--- src/rtl/s3fp_pkg.sv ---
`default_nettype none
package s3fp_pkg;

	localparam int ENTRY_CAPACITY_DEF = 64;
	localparam int GHOST_MIN_DEF      = 64;
	localparam int FREQ_MAX_DEF       = 3;

	localparam int KEY_W  = 48;
	localparam int SIZE_W = 32;
	localparam int TIME_W = 32;
	localparam int CAP_W  = 48;

	localparam logic [CAP_W-1:0] SMALL_CAP_RESET = 48'd104857600;

	// request codes on req_type
	localparam logic [2:0] REQ_ADD    = 3'd0;
	localparam logic [2:0] REQ_TOUCH  = 3'd1;
	localparam logic [2:0] REQ_LOOKUP = 3'd2;
	localparam logic [2:0] REQ_DELETE = 3'd3;
	localparam logic [2:0] REQ_SCAN   = 3'd4;
	localparam logic [2:0] REQ_DECIDE = 3'd5;

	// decision codes
	localparam logic [1:0] DEC_EVICT = 2'd0;
	localparam logic [1:0] DEC_SKIP  = 2'd1;

	typedef enum logic [2:0] {
		OP_ADD, OP_TOUCH, OP_LOOKUP, OP_DELETE, OP_SCAN, OP_DECIDE, OP_NOP
	} op_t;

	typedef enum logic [2:0] {
		ST_OK, ST_NOT_FOUND, ST_FULL, ST_OFFER, ST_PASS_END, ST_NO_VICTIM
	} status_t;

	typedef struct packed {
		op_t               op;
		logic [KEY_W-1:0]  key;
		logic [SIZE_W-1:0] size;
		logic [TIME_W-1:0] ts;
		logic [1:0]        dec;
	} item_t;

	typedef struct packed {
		logic valid;
		logic pop;
	} item_hs_t;

	typedef enum logic [4:0] {
		BS_IDLE, BS_FRD, BS_FCHK, BS_FHIT, BS_FMISS, BS_GRD, BS_GCHK, BS_ADDG,
		BS_PUSH1, BS_PUSH2, BS_RMRD, BS_RMWR, BS_ERD, BS_ECHK, BS_SPICK, BS_SVIC,
		BS_DEC, BS_GINS, BS_TRIM, BS_TRIMK, BS_TRIMCLR, BS_EVICT, BS_RESP
	} bs_t;

endpackage
`default_nettype wire

--- src/rtl/s3fp_front.sv ---
`default_nettype none
module s3fp_front (
	input  wire logic              clk,
	input  wire logic              arst_n,
	input  wire logic              in_valid,
	output logic                   in_ready,
	input  wire logic [2:0]        req_type,
	input  wire logic [47:0]       key,
	input  wire logic [31:0]       size,
	input  wire logic [31:0]       time_stamp,
	input  wire logic [1:0]        decision,
	output s3fp_pkg::item_t        item,
	input  wire s3fp_pkg::item_hs_t hs_in,
	output logic                   item_valid
);

	s3fp_pkg::item_t mem_q [2];
	s3fp_pkg::item_t cls;
	logic            wr_q, rd_q;
	logic [1:0]      cnt_q;
	logic            push, pop;

	always_comb begin
		cls.key  = key;
		cls.size = size;
		cls.ts   = time_stamp;
		cls.dec  = decision;
		case (req_type)
			s3fp_pkg::REQ_ADD:    cls.op = s3fp_pkg::OP_ADD;
			s3fp_pkg::REQ_TOUCH:  cls.op = s3fp_pkg::OP_TOUCH;
			s3fp_pkg::REQ_LOOKUP: cls.op = s3fp_pkg::OP_LOOKUP;
			s3fp_pkg::REQ_DELETE: cls.op = s3fp_pkg::OP_DELETE;
			s3fp_pkg::REQ_SCAN:   cls.op = s3fp_pkg::OP_SCAN;
			s3fp_pkg::REQ_DECIDE: cls.op = s3fp_pkg::OP_DECIDE;
			default:              cls.op = s3fp_pkg::OP_NOP;
		endcase
	end

	assign in_ready   = (cnt_q != 2'd2);
	assign item_valid = (cnt_q != 2'd0);
	assign item       = mem_q[rd_q];
	assign push       = in_valid && in_ready;
	assign pop        = hs_in.pop && item_valid;

	always_ff @(posedge clk or negedge arst_n) begin
		if (!arst_n) begin
			wr_q  <= 1'b0;
			rd_q  <= 1'b0;
			cnt_q <= 2'd0;
		end else begin
			if (push)
				wr_q <= !wr_q;
			if (pop)
				rd_q <= !rd_q;
			cnt_q <= cnt_q + 2'(push) - 2'(pop);
		end
	end

	always_ff @(posedge clk) begin
		if (push)
			mem_q[wr_q] <= cls;
	end

endmodule
`default_nettype wire

--- config.mk ---
export PLATFORM = sky130hd
export DESIGN_NAME = s3fp_front
export DESIGN_NICKNAME = d
export VERILOG_FILES = /design/src/rtl/s3fp_pkg.sv /design/src/rtl/s3fp_front.sv
export SDC_FILE = /design/constraint.sdc
export NUM_CORES = 1
export LEC_CHECK = 0
export ABC_CLOCK_PERIOD_IN_PS = 6700
export BUFFER_PORTS_ARGS = -buffer_cell sky130_fd_sc_hd__buf_2
export CELL_PAD_IN_SITES_DETAIL_PLACEMENT = 0
export CELL_PAD_IN_SITES_GLOBAL_PLACEMENT = 1
export CORE_MARGIN = 10
export CORE_UTILIZATION = 44
export DETAILED_ROUTE_END_ITERATION = 16
export PLACE_DENSITY = 0.83
export SYNTH_ARGS = -nofsm -noshare
export SYNTH_HDL_FRONTEND = slang
export SYNTH_SLANG_ARGS = --single-unit
--- constraint.sdc ---
create_clock -name clk -period 6.7 [get_ports clk]
set_input_delay 1.34 -clock clk [delete_from_list [all_inputs] [get_ports clk]]
set_output_delay 1.34 -clock clk [all_outputs]
set_load 0.005 [all_outputs]
# Yosys cells after proc, flatten, opt, wreduce, memory -nomap -nowiden
# Memory sizes are Yosys's and may differ from the RTL's.
# Cells that the tools add are included.
# classes
n_lt_le_gt_ge,0
n_mul,0
addsub,2
n_shift,0
reduce_logical,6
eq_ne,6
n_div,0
bitwise_logic,0
mux,3
# ops
op,count
$pmux W3 S6,1
$eq A3 B2 Y1 const B,2
$eq A3 B3 Y1 const B,2
$eq A3 B1 Y1 const B,1
$logic_not A3 Y1,1
$add A2 B1 Y2,1
$logic_and A1 B1 Y1,2
$logic_not A1 Y1,2
$mux W1,2
$ne A2 B2 Y1 const B,1
$reduce_bool A2 Y1,1
$sub A2 B1 Y2,1
# word_totals
output_inout_bits,119
ramBits,234
input_bits,122
n_memories,1
latchBits,0
rom_bits,0
ff_bits,4
word_cells,21
# memory_table
memory,depth,word_bits,rd,rd_ports_with_merged_regs,write_ports,line_no,text
mem_q,2,117,1,0,1,s3fp_front.sv:17,s3fp_pkg::item_t mem_q [2];

# Depth between registers and ports, before layout
# Gate-level depths: netlist (run 1).
# logic_depth
depth_word,4
mapped_depth,7
depth_no_buf,7

# Worst setup path after synthesis (run 1)
# Ideal clock, no wire load.
# synth_path
path_type,input -> register
startpoint,input port in_valid
endpoint,memory mem_q[0][0] (netlist name) (enable)
cell_stages,2
setup_ns,0.594
path_slack_ns,-0.192
path_buffers,0
arrival_ns,6.298
required_ns,6.106
path_cell_list,nand2_1 > nor2_1
# synth_via
elab_chain_cells,3
# synth_rtl
element,line_no,text
from (decl),s3fp_front.sv:5,"input wire logic in_valid,"
$logic_and A1 B1 Y1,s3fp_front.sv:42,assign push = in_valid && in_ready;
$mux W1,s3fp_front.sv:60,if (push)
$mux W1 (not written as such),s3fp_front.sv:61,mem_q[wr_q] <= cls;
to (decl),s3fp_front.sv:17,
# Every way passes these cells.

==> results.md, run 1 <==
* Worst setup SP type: register
* Utilization after layout at 56.8%
* Mean Syn Cell Area at 22.7 um2
* Area Overhead vs Synth at 26.9%
* Total Power at around 4.8 mW
* RSZ-0062 raised after global routing: false
* First-pass GRT wire length at ~28 mm
* Endpoints failing hold at 0
* Clk_skew at 0.0207 ns
* Synth warnings at 0
* Achievable frequency at approximately 0.24 GHz
* Routed wl met2 at 9.17 mm
* Num CTS Buffers at 26
* Critical Path RT at 5.36 ns
* Via/cell ratio at 4.78
* CTS tree: built
* Slowest stage delay, CP at 1.09 ns
* Hold Crit Class: register to register
* H-tree depth at 1
* DP Worst Slack at 2.96 ns
* Placement row count at approximately 50
* Worst-Skew Late Latency at ~0.52 ns
* Seq/Total Area, Yosys at roughly four fifths
* Highest Signal Layer: met4
* Register bit total from synthesis at 238
* Remaining DRCs at 0
* Final Instance Area at approximately 11,000 um2
* # IOs at 241
* Critical-path top delay cell: dfrtp_4
* Root Buffer: clkbuf_16
* CTS sink count at roughly 240
* Cell family with most CP delay: flip-flops
* Met1 wire length at 6.89 mm
* Initial antenna violation count at 2
* Worst Path Buf+Inv at 2
* CP Capture Point: item[29]
* # nets final at 764
* CP Cell Sequence: buf_4 > mux2_2 > buf_2
* Maximum vdd ir drop at roughly 0.00027 V
* Netlist cell types at 18
* Reg2reg setup slack at 4.15 ns
* Pwr/cell area at 437 nW/um2
* Die Footprint at 25,900 um2
* Final min period at 4.21 ns
* Crit share post-route at 62.8%
* Gr usage total at a little over an eighth
* Crit. Startpoint: rd_q$_DFFE_PN0P_
* Die height at 161 um
* Detailed Route WL at around 18 mm
* Post-route setup TNS at 0 ns
* Clock-pin transition on the worst setup and hold timing paths at 0.05 ns
* Post-CTS Setup Inserts at 0
* Largest net degree at the start of global routing at 70
* Grt ovf at 0
* Post-Syn Instances at between 300 and 400
* Crit Reg-Reg Endpoint: mem_q[1][108]$_DFFE_PP_
* Post-CTS sizing at 0
* Worst setup margin at 2.49 ns
* Post-DP HPWL at 12.3 mm
* Antenna Violating Nets Remaining at 0
* Status: completed
* Core area at 19,500 um2
* R2R depth at 3
* Slew headroom at 30.3%
* Total of max-cap violations at 0
* Synthesized Nets at 508
* Lkg Pwr at ~4.2 nW
* Port Buffers at 239
* Vias in the first global route at 4,873
* Netlist area before placement at 8720 um2
* Share of layout cells above drive strength 1 at 60.2%
* Critical path endpoint category: output port
* Routed via count at 4,429
* # hold bufs at CTS at 0
* Starting Density at around 45%
* Dpl cell area at 10,200 um2
* Die width at approximately 160 um
* Starting DRC count in detailed routing at ~260
* Slew Limit Fails at 0
* WL/cell at 19.5 um
* Drt first pass iters at 4
* Crit. path cell count at 3
* Longest Clk Path Bufs at 3
* DR WL met3 at 1.67 mm
* Least-Margin Pin Slew at between 1 and 1.5 ns
* Worst EP arrival at 2.87 ns
* Gpl congestion at 0.731
* Crit Path Max Fanout at 69
* Crit path kind: register to output port
* Final Setup Violations at 0
* Worst R2R Start: cnt_q[1]$_DFF_PN0_
==> sequential cells by signal (all words and copies together), names as in the netlist <==
register  flops
rd_q          1
mem_q       234
wr_q          1
cnt_q         2
==> report_power, final <==
group / leakage [nW] / internal, mW / switching (mW)
logic: 1.55 / 0.636 / 0.571
registers: 2.22 / 2.04 / 0.166
clock network: 0.417 / 0.886 / 0.535
total: 4.19 / 3.56 / 1.27
==> area by class of cell <==
type                       instances  area (um2)
antenna                            2        5.00
clock buffer                      33         698
clock inverter                    14         164
fill                            1502        8400
inverter                           1        3.75
multi-input combinational        130        1510
sequential                       238        7130
tap                              265         332
timing repair buffer             243        1230
==> cell families after synthesis <==
kind of cell	after synthesis	share of synthesized area, %
DFF	238	81.7
muxes	117	16.0
buffers and inverters	16	1.16
and+or+nand+nor	6	0.373
xor gates and xnor gates	4	0.402
adders and majority gates	2	0.287
AOI/OAI and AO/OA	1	0.0861
==> how the worst min path moves through the flow <==
stage,start,endpoint,slack [ns],depth (start not counted)
global placement,cnt_q[1]$_DFF_PN0_,cnt_q[1]$_DFF_PN0_,0.48,1
detailed placement,cnt_q[1]$_DFF_PN0_,cnt_q[1]$_DFF_PN0_,0.50,1
finish,cnt_q[1]$_DFF_PN0_,cnt_q[1]$_DFF_PN0_,0.51,1
global route,cnt_q[1]$_DFF_PN0_,cnt_q[1]$_DFF_PN0_,0.53,1
floorplan,cnt_q[1]$_DFF_PN0_,cnt_q[1]$_DFF_PN0_,0.46,1
CTS,cnt_q[1]$_DFF_PN0_,cnt_q[1]$_DFF_PN0_,0.52,1
==> cell usage in the layout, fill, tap and decap left out <==
cell and instances:
diode_2 2, nand2b_1 1, clkbuf_16 27, ha_1 2, xor2_1 1, dfrtp_4 1, dfrtp_1 3, clkinv_1 8
xnor2_1 3, buf_2 239, bufinv_16 4, edfxtp_1 234, or2_2 1, inv_6 1, clkinv_2 1, buf_4 4
a21boi_0 1, and2_1 1, mux2_4 20, inv_1 1, clkbuf_1 6, nand2_1 1, mux2_2 97, and3_4 1
nor2_4 1
==> per-layer routing <==
layer | vias to the layer above | global-route usage [%]
li1 | 2041 | -
met1 | 2180 | 15.1
met2 | 179 | 22.9
met3 | 29 | 4.88
met4 | 0 | 4.05
met5 | - | 0
==> stage by stage <==
step / cells / hold WS [ns]
detailed placement: 877 / 0.501
floorplan: 384 / 0.460
CTS: 924 / 0.515
global route: 926 / 0.533
finish: 926 / 0.512
global placement: 877 / 0.482
==> cell usage after synthesis, drive strengths merged <==
library cell | n | area share, %
nor2 | 1 | 0.043
nand2b | 1 | 0.072
ha | 2 | 0.29
xnor2 | 3 | 0.30
nand2 | 1 | 0.043
buf | 13 | 1.0
mux2 | 117 | 16
edfxtp | 234 | 81
and2 | 1 | 0.072
dfrtp | 4 | 1.1
inv | 1 | 0.043
or2 | 1 | 0.072
clkbuf | 2 | 0.086
and3 | 1 | 0.072
xor2 | 1 | 0.10
a21boi | 1 | 0.086
Note: power is estimated with default switching activity, not from simulation.
==> inputs of run 2 (changes only) <==
--- a/config.mk
+++ b/config.mk
@@ -5,7 +5,7 @@
 export SDC_FILE = /design/constraint.sdc
 export NUM_CORES = 1
 export LEC_CHECK = 0
-export ABC_CLOCK_PERIOD_IN_PS = 6700
+export ABC_CLOCK_PERIOD_IN_PS = 4140
 export BUFFER_PORTS_ARGS = -buffer_cell sky130_fd_sc_hd__buf_2
 export CELL_PAD_IN_SITES_DETAIL_PLACEMENT = 0
 export CELL_PAD_IN_SITES_GLOBAL_PLACEMENT = 1
==> constraint.sdc (replaced) <==
create_clock -name clk -period 4.14 [get_ports clk]
set_input_delay 0.828 -clock clk [delete_from_list [all_inputs] [get_ports clk]]
set_output_delay 0.828 -clock clk [all_outputs]
set_load 0.005 [all_outputs]
==> run 2 against run 1 <==
Against the previous run:
- register-to-register slack worse by 2.0 ns
- sequential cell count unchanged
- count of clock-buffer cells in the layout shrank 2
- wire length is 2.2% lower
- utilization decreased by 0.40 points
- final cell count is 0.43% lower
- die area unchanged
- largest cell class unchanged
==> results.md, run 2 (synthesis results as in run 1) <==
* Most common cell after layout, fill and taps aside: buf_2 (unchanged)
* Via/cell ratio at 4.78 (about the same)
* Commonest non-fill, non-tap cells in the layout: buf_2 (239), edfxtp_1 (234), mux2_2 (97), clkbuf_16 (25), mux2_4 (20) (was buf_2 (239), edfxtp_1 (234), mux2_2 (97), clkbuf_16 (27), mux2_4 (20))
* WL/cell at 19.2 um (was 19.5 um)
* Gr usage total at 12.9% (was 13.3%)
* Grt ovf at 0 (unchanged)
* Hold Crit Class: input pin to asynchronous set/reset pin (was register to register)
* Placement row count at 51 (unchanged)
* Num CTS Buffers at 24 (was 26)
* Root Buffer: clkbuf_16 (unchanged)
* # hold bufs at CTS at 0 (unchanged)
* Gpl congestion at 0.740 (was 0.731)
* Worst EP arrival at 2.26 ns (was 2.87 ns)
* Fin cells at 922 (was 926)
* Regs by FF count: mem_q (234), cnt_q (2) (unchanged)
* Routed via count at 4,410 (was 4,429)
* Core area at 19,500 um2 (unchanged)
* Post-CTS sizing at 0 (unchanged)
* Clk_skew at 0.0109 ns (was 0.0207 ns)
* Final Instance Area at 11,000 um2 (was 11,100 um2)
* Worst-Skew Late Latency at 0.50 ns (was 0.52 ns)
* Initial antenna violation count at 0 (was 2)
* Achievable frequency at between 0.3 and 0.4 GHz
* CTS tree: built (unchanged)
* Starting Density at 44.8% (unchanged)
* Crit. path cell count at 3 (unchanged)
* Maximum vdd ir drop at 0.000445 V (was 0.000272 V)
* Max reg flops at 234 (unchanged)
* Critical-path top delay cell: dfrtp_4 (unchanged)
* Pwr/cell area at 688 nW/um2 (was 437 nW/um2)
* Critical path endpoint category: output port (unchanged)
* GRT Max-Usage Layer: met2 (unchanged)
* Worst Hold Margin at 0.129 ns (was 0.512 ns)
* Longest Clk Path Bufs at 3 (unchanged)
* Lkg Pwr at 4.16 nW (was 4.19 nW)
* Cell family with most CP delay: flip-flops (unchanged)
* Die width at 161 um (unchanged)
* M1 GR Usage at 14.7% (was 15.1%)
* Status: completed (unchanged)
* Die Footprint at 25,900 um2 (unchanged)
* Slew headroom at 32.3% (was 30.3%)
* Antenna Violating Nets Remaining at 0 (unchanged)
* Post-CTS Setup Inserts at 0 (unchanged)
* Least-Margin Pin Slew at 1.02 ns (was 1.04 ns)
* Clock-pin transition on the worst setup and hold timing paths at 0.06 ns (was 0.05 ns)
* Total of max-cap violations at 0 (unchanged)
* Share of layout cells above drive strength 1 at 60.4% (was 60.2%)
* Final min period at 3.08 ns
* Slowest stage delay, CP at 0.70 ns (was 1.09 ns)
* CP Cell Sequence: buf_4 > mux2_2 > buf_2 (unchanged)
* Post-DP HPWL at 12.3 mm (about the same)
* # IOs at 241 (unchanged)
* Worst setup SP type: register (unchanged)
* Area Overhead vs Synth at 26.0% (was 26.9%)
* Crit path kind: register to output port (unchanged)
* Dpl cell area at 10,200 um2 (about the same)
* R2R depth at 4 (was 3)
* Final Setup Violations at 0 (unchanged)
* Grt met3 use at 4.98% (was 4.88%)
* Slew Limit Fails at 0 (unchanged)
* Starting DRC count in detailed routing at 225 (was 264)
* Port Buffers at 239 (unchanged)
* CTS sink count at 238 (unchanged)
* RSZ-0062 raised after global routing: false (unchanged)
* Placed Instances at 879 (was 877)
* Post-route setup TNS at 0 ns (unchanged)
* H-tree depth at 1 (unchanged)
* Detailed Route WL at 17.7 mm (was 18.1 mm)
* Total Power at 7.56 mW (was 4.83 mW)
* Die height at 161 um (unchanged)
* Largest net degree at the start of global routing at 96 (was 70)
* Remaining DRCs at 0 (unchanged)
* # nets final at 764 (unchanged)
* Reg with most FFs: mem_q (unchanged)
* Vias in the first global route at 4,887 (was 4,873)
* Crit share post-route at 74.5%
* Met2 GRT Util at 22.3% (was 22.9%)
* Crit Reg-Reg Endpoint: mem_q[0][38]$_DFFE_PP_ (was mem_q[1][108]$_DFFE_PP_)
* First-pass GRT wire length at 26.8 mm (was 27.6 mm)
* Crit Path Max Fanout at 34 (was 69)
* Worst Path Buf+Inv at 2 (unchanged)
* Reg2reg setup slack at 2.13 ns (was 4.15 ns)
* Endpoints failing hold at 0 (unchanged)
* Drt first pass iters at 4 (unchanged)
* Worst R2R Start: cnt_q[1]$_DFF_PN0_ (unchanged)
* Critical Path RT at 3.31 ns (was 5.36 ns)
## run 2: cell types whose count changed in the layout (fill, tap and decap cells not counted), sizes merged
| cell | before | now |
|---|---|---|
| buf | 243 | 245 |
| diode | 2 | 1 |
| bufinv | 4 | 2 |
| clkbuf | 33 | 31 |
| inv | 2 | 1 |
## run 2: layout make-up
cell class                 instances  area (um2)
fill                            1502        8480
timing repair buffer             245        1270
clock inverter                    11        97.6
inverter                           1        3.75
multi-input combinational        130        1510
clock buffer                      31         648
sequential                       238        7130
tap                              265         332
antenna                            1        2.50
## run 2: power by group
| part | switching [mW] | internal, mW | leakage, nW | total (mW) |
|---|---|---|---|---|
| logic | 1.01 | 1.05 | 1.57 | 2.06 |
| clock network | 0.806 | 1.22 | 0.365 | 2.02 |
| registers | 0.178 | 3.30 | 2.22 | 3.48 |
## run 2: worst max-delay path by stage
stage / to / slack [ns] / from
3_3_place_gp: item[109] / 1.55 / rd_q$_DFFE_PN0P_
5_1_grt: item[112] / 0.91 / rd_q$_DFFE_PN0P_
2_1_floorplan: mem_q[1][0]$_DFFE_PP_ / 0.09 / in_valid
4_1_cts: item[112] / 1.0 / rd_q$_DFFE_PN0P_
6_report: item[112] / 1.06 / rd_q$_DFFE_PN0P_
3_5_place_dp: item[112] / 1.54 / rd_q$_DFFE_PN0P_
## run 2: through the flow
step,setup WS (ns),util [%]
CTS,0.999,56.4
floorplan,0.0869,-
global placement,1.55,52.6
finish,1.06,56.4
global route,0.911,56.4
detailed placement,1.54,52.6
## run 2: metal layers
layer / wire (um) / vias to the layer above
li1: - / 2042
met1: 6650 / 2168
met2: 9020 / 173
met3: 1710 / 27
met4: 298 / 0
met5: 0 / -
## run 2: worst reg2reg max path: cells and delay by family, from the launching register on
kind,cells,cell delay [ns]
buffers and inverters,1,0.76
DFF,1,0.40
and+or+nand+nor,3,0.40
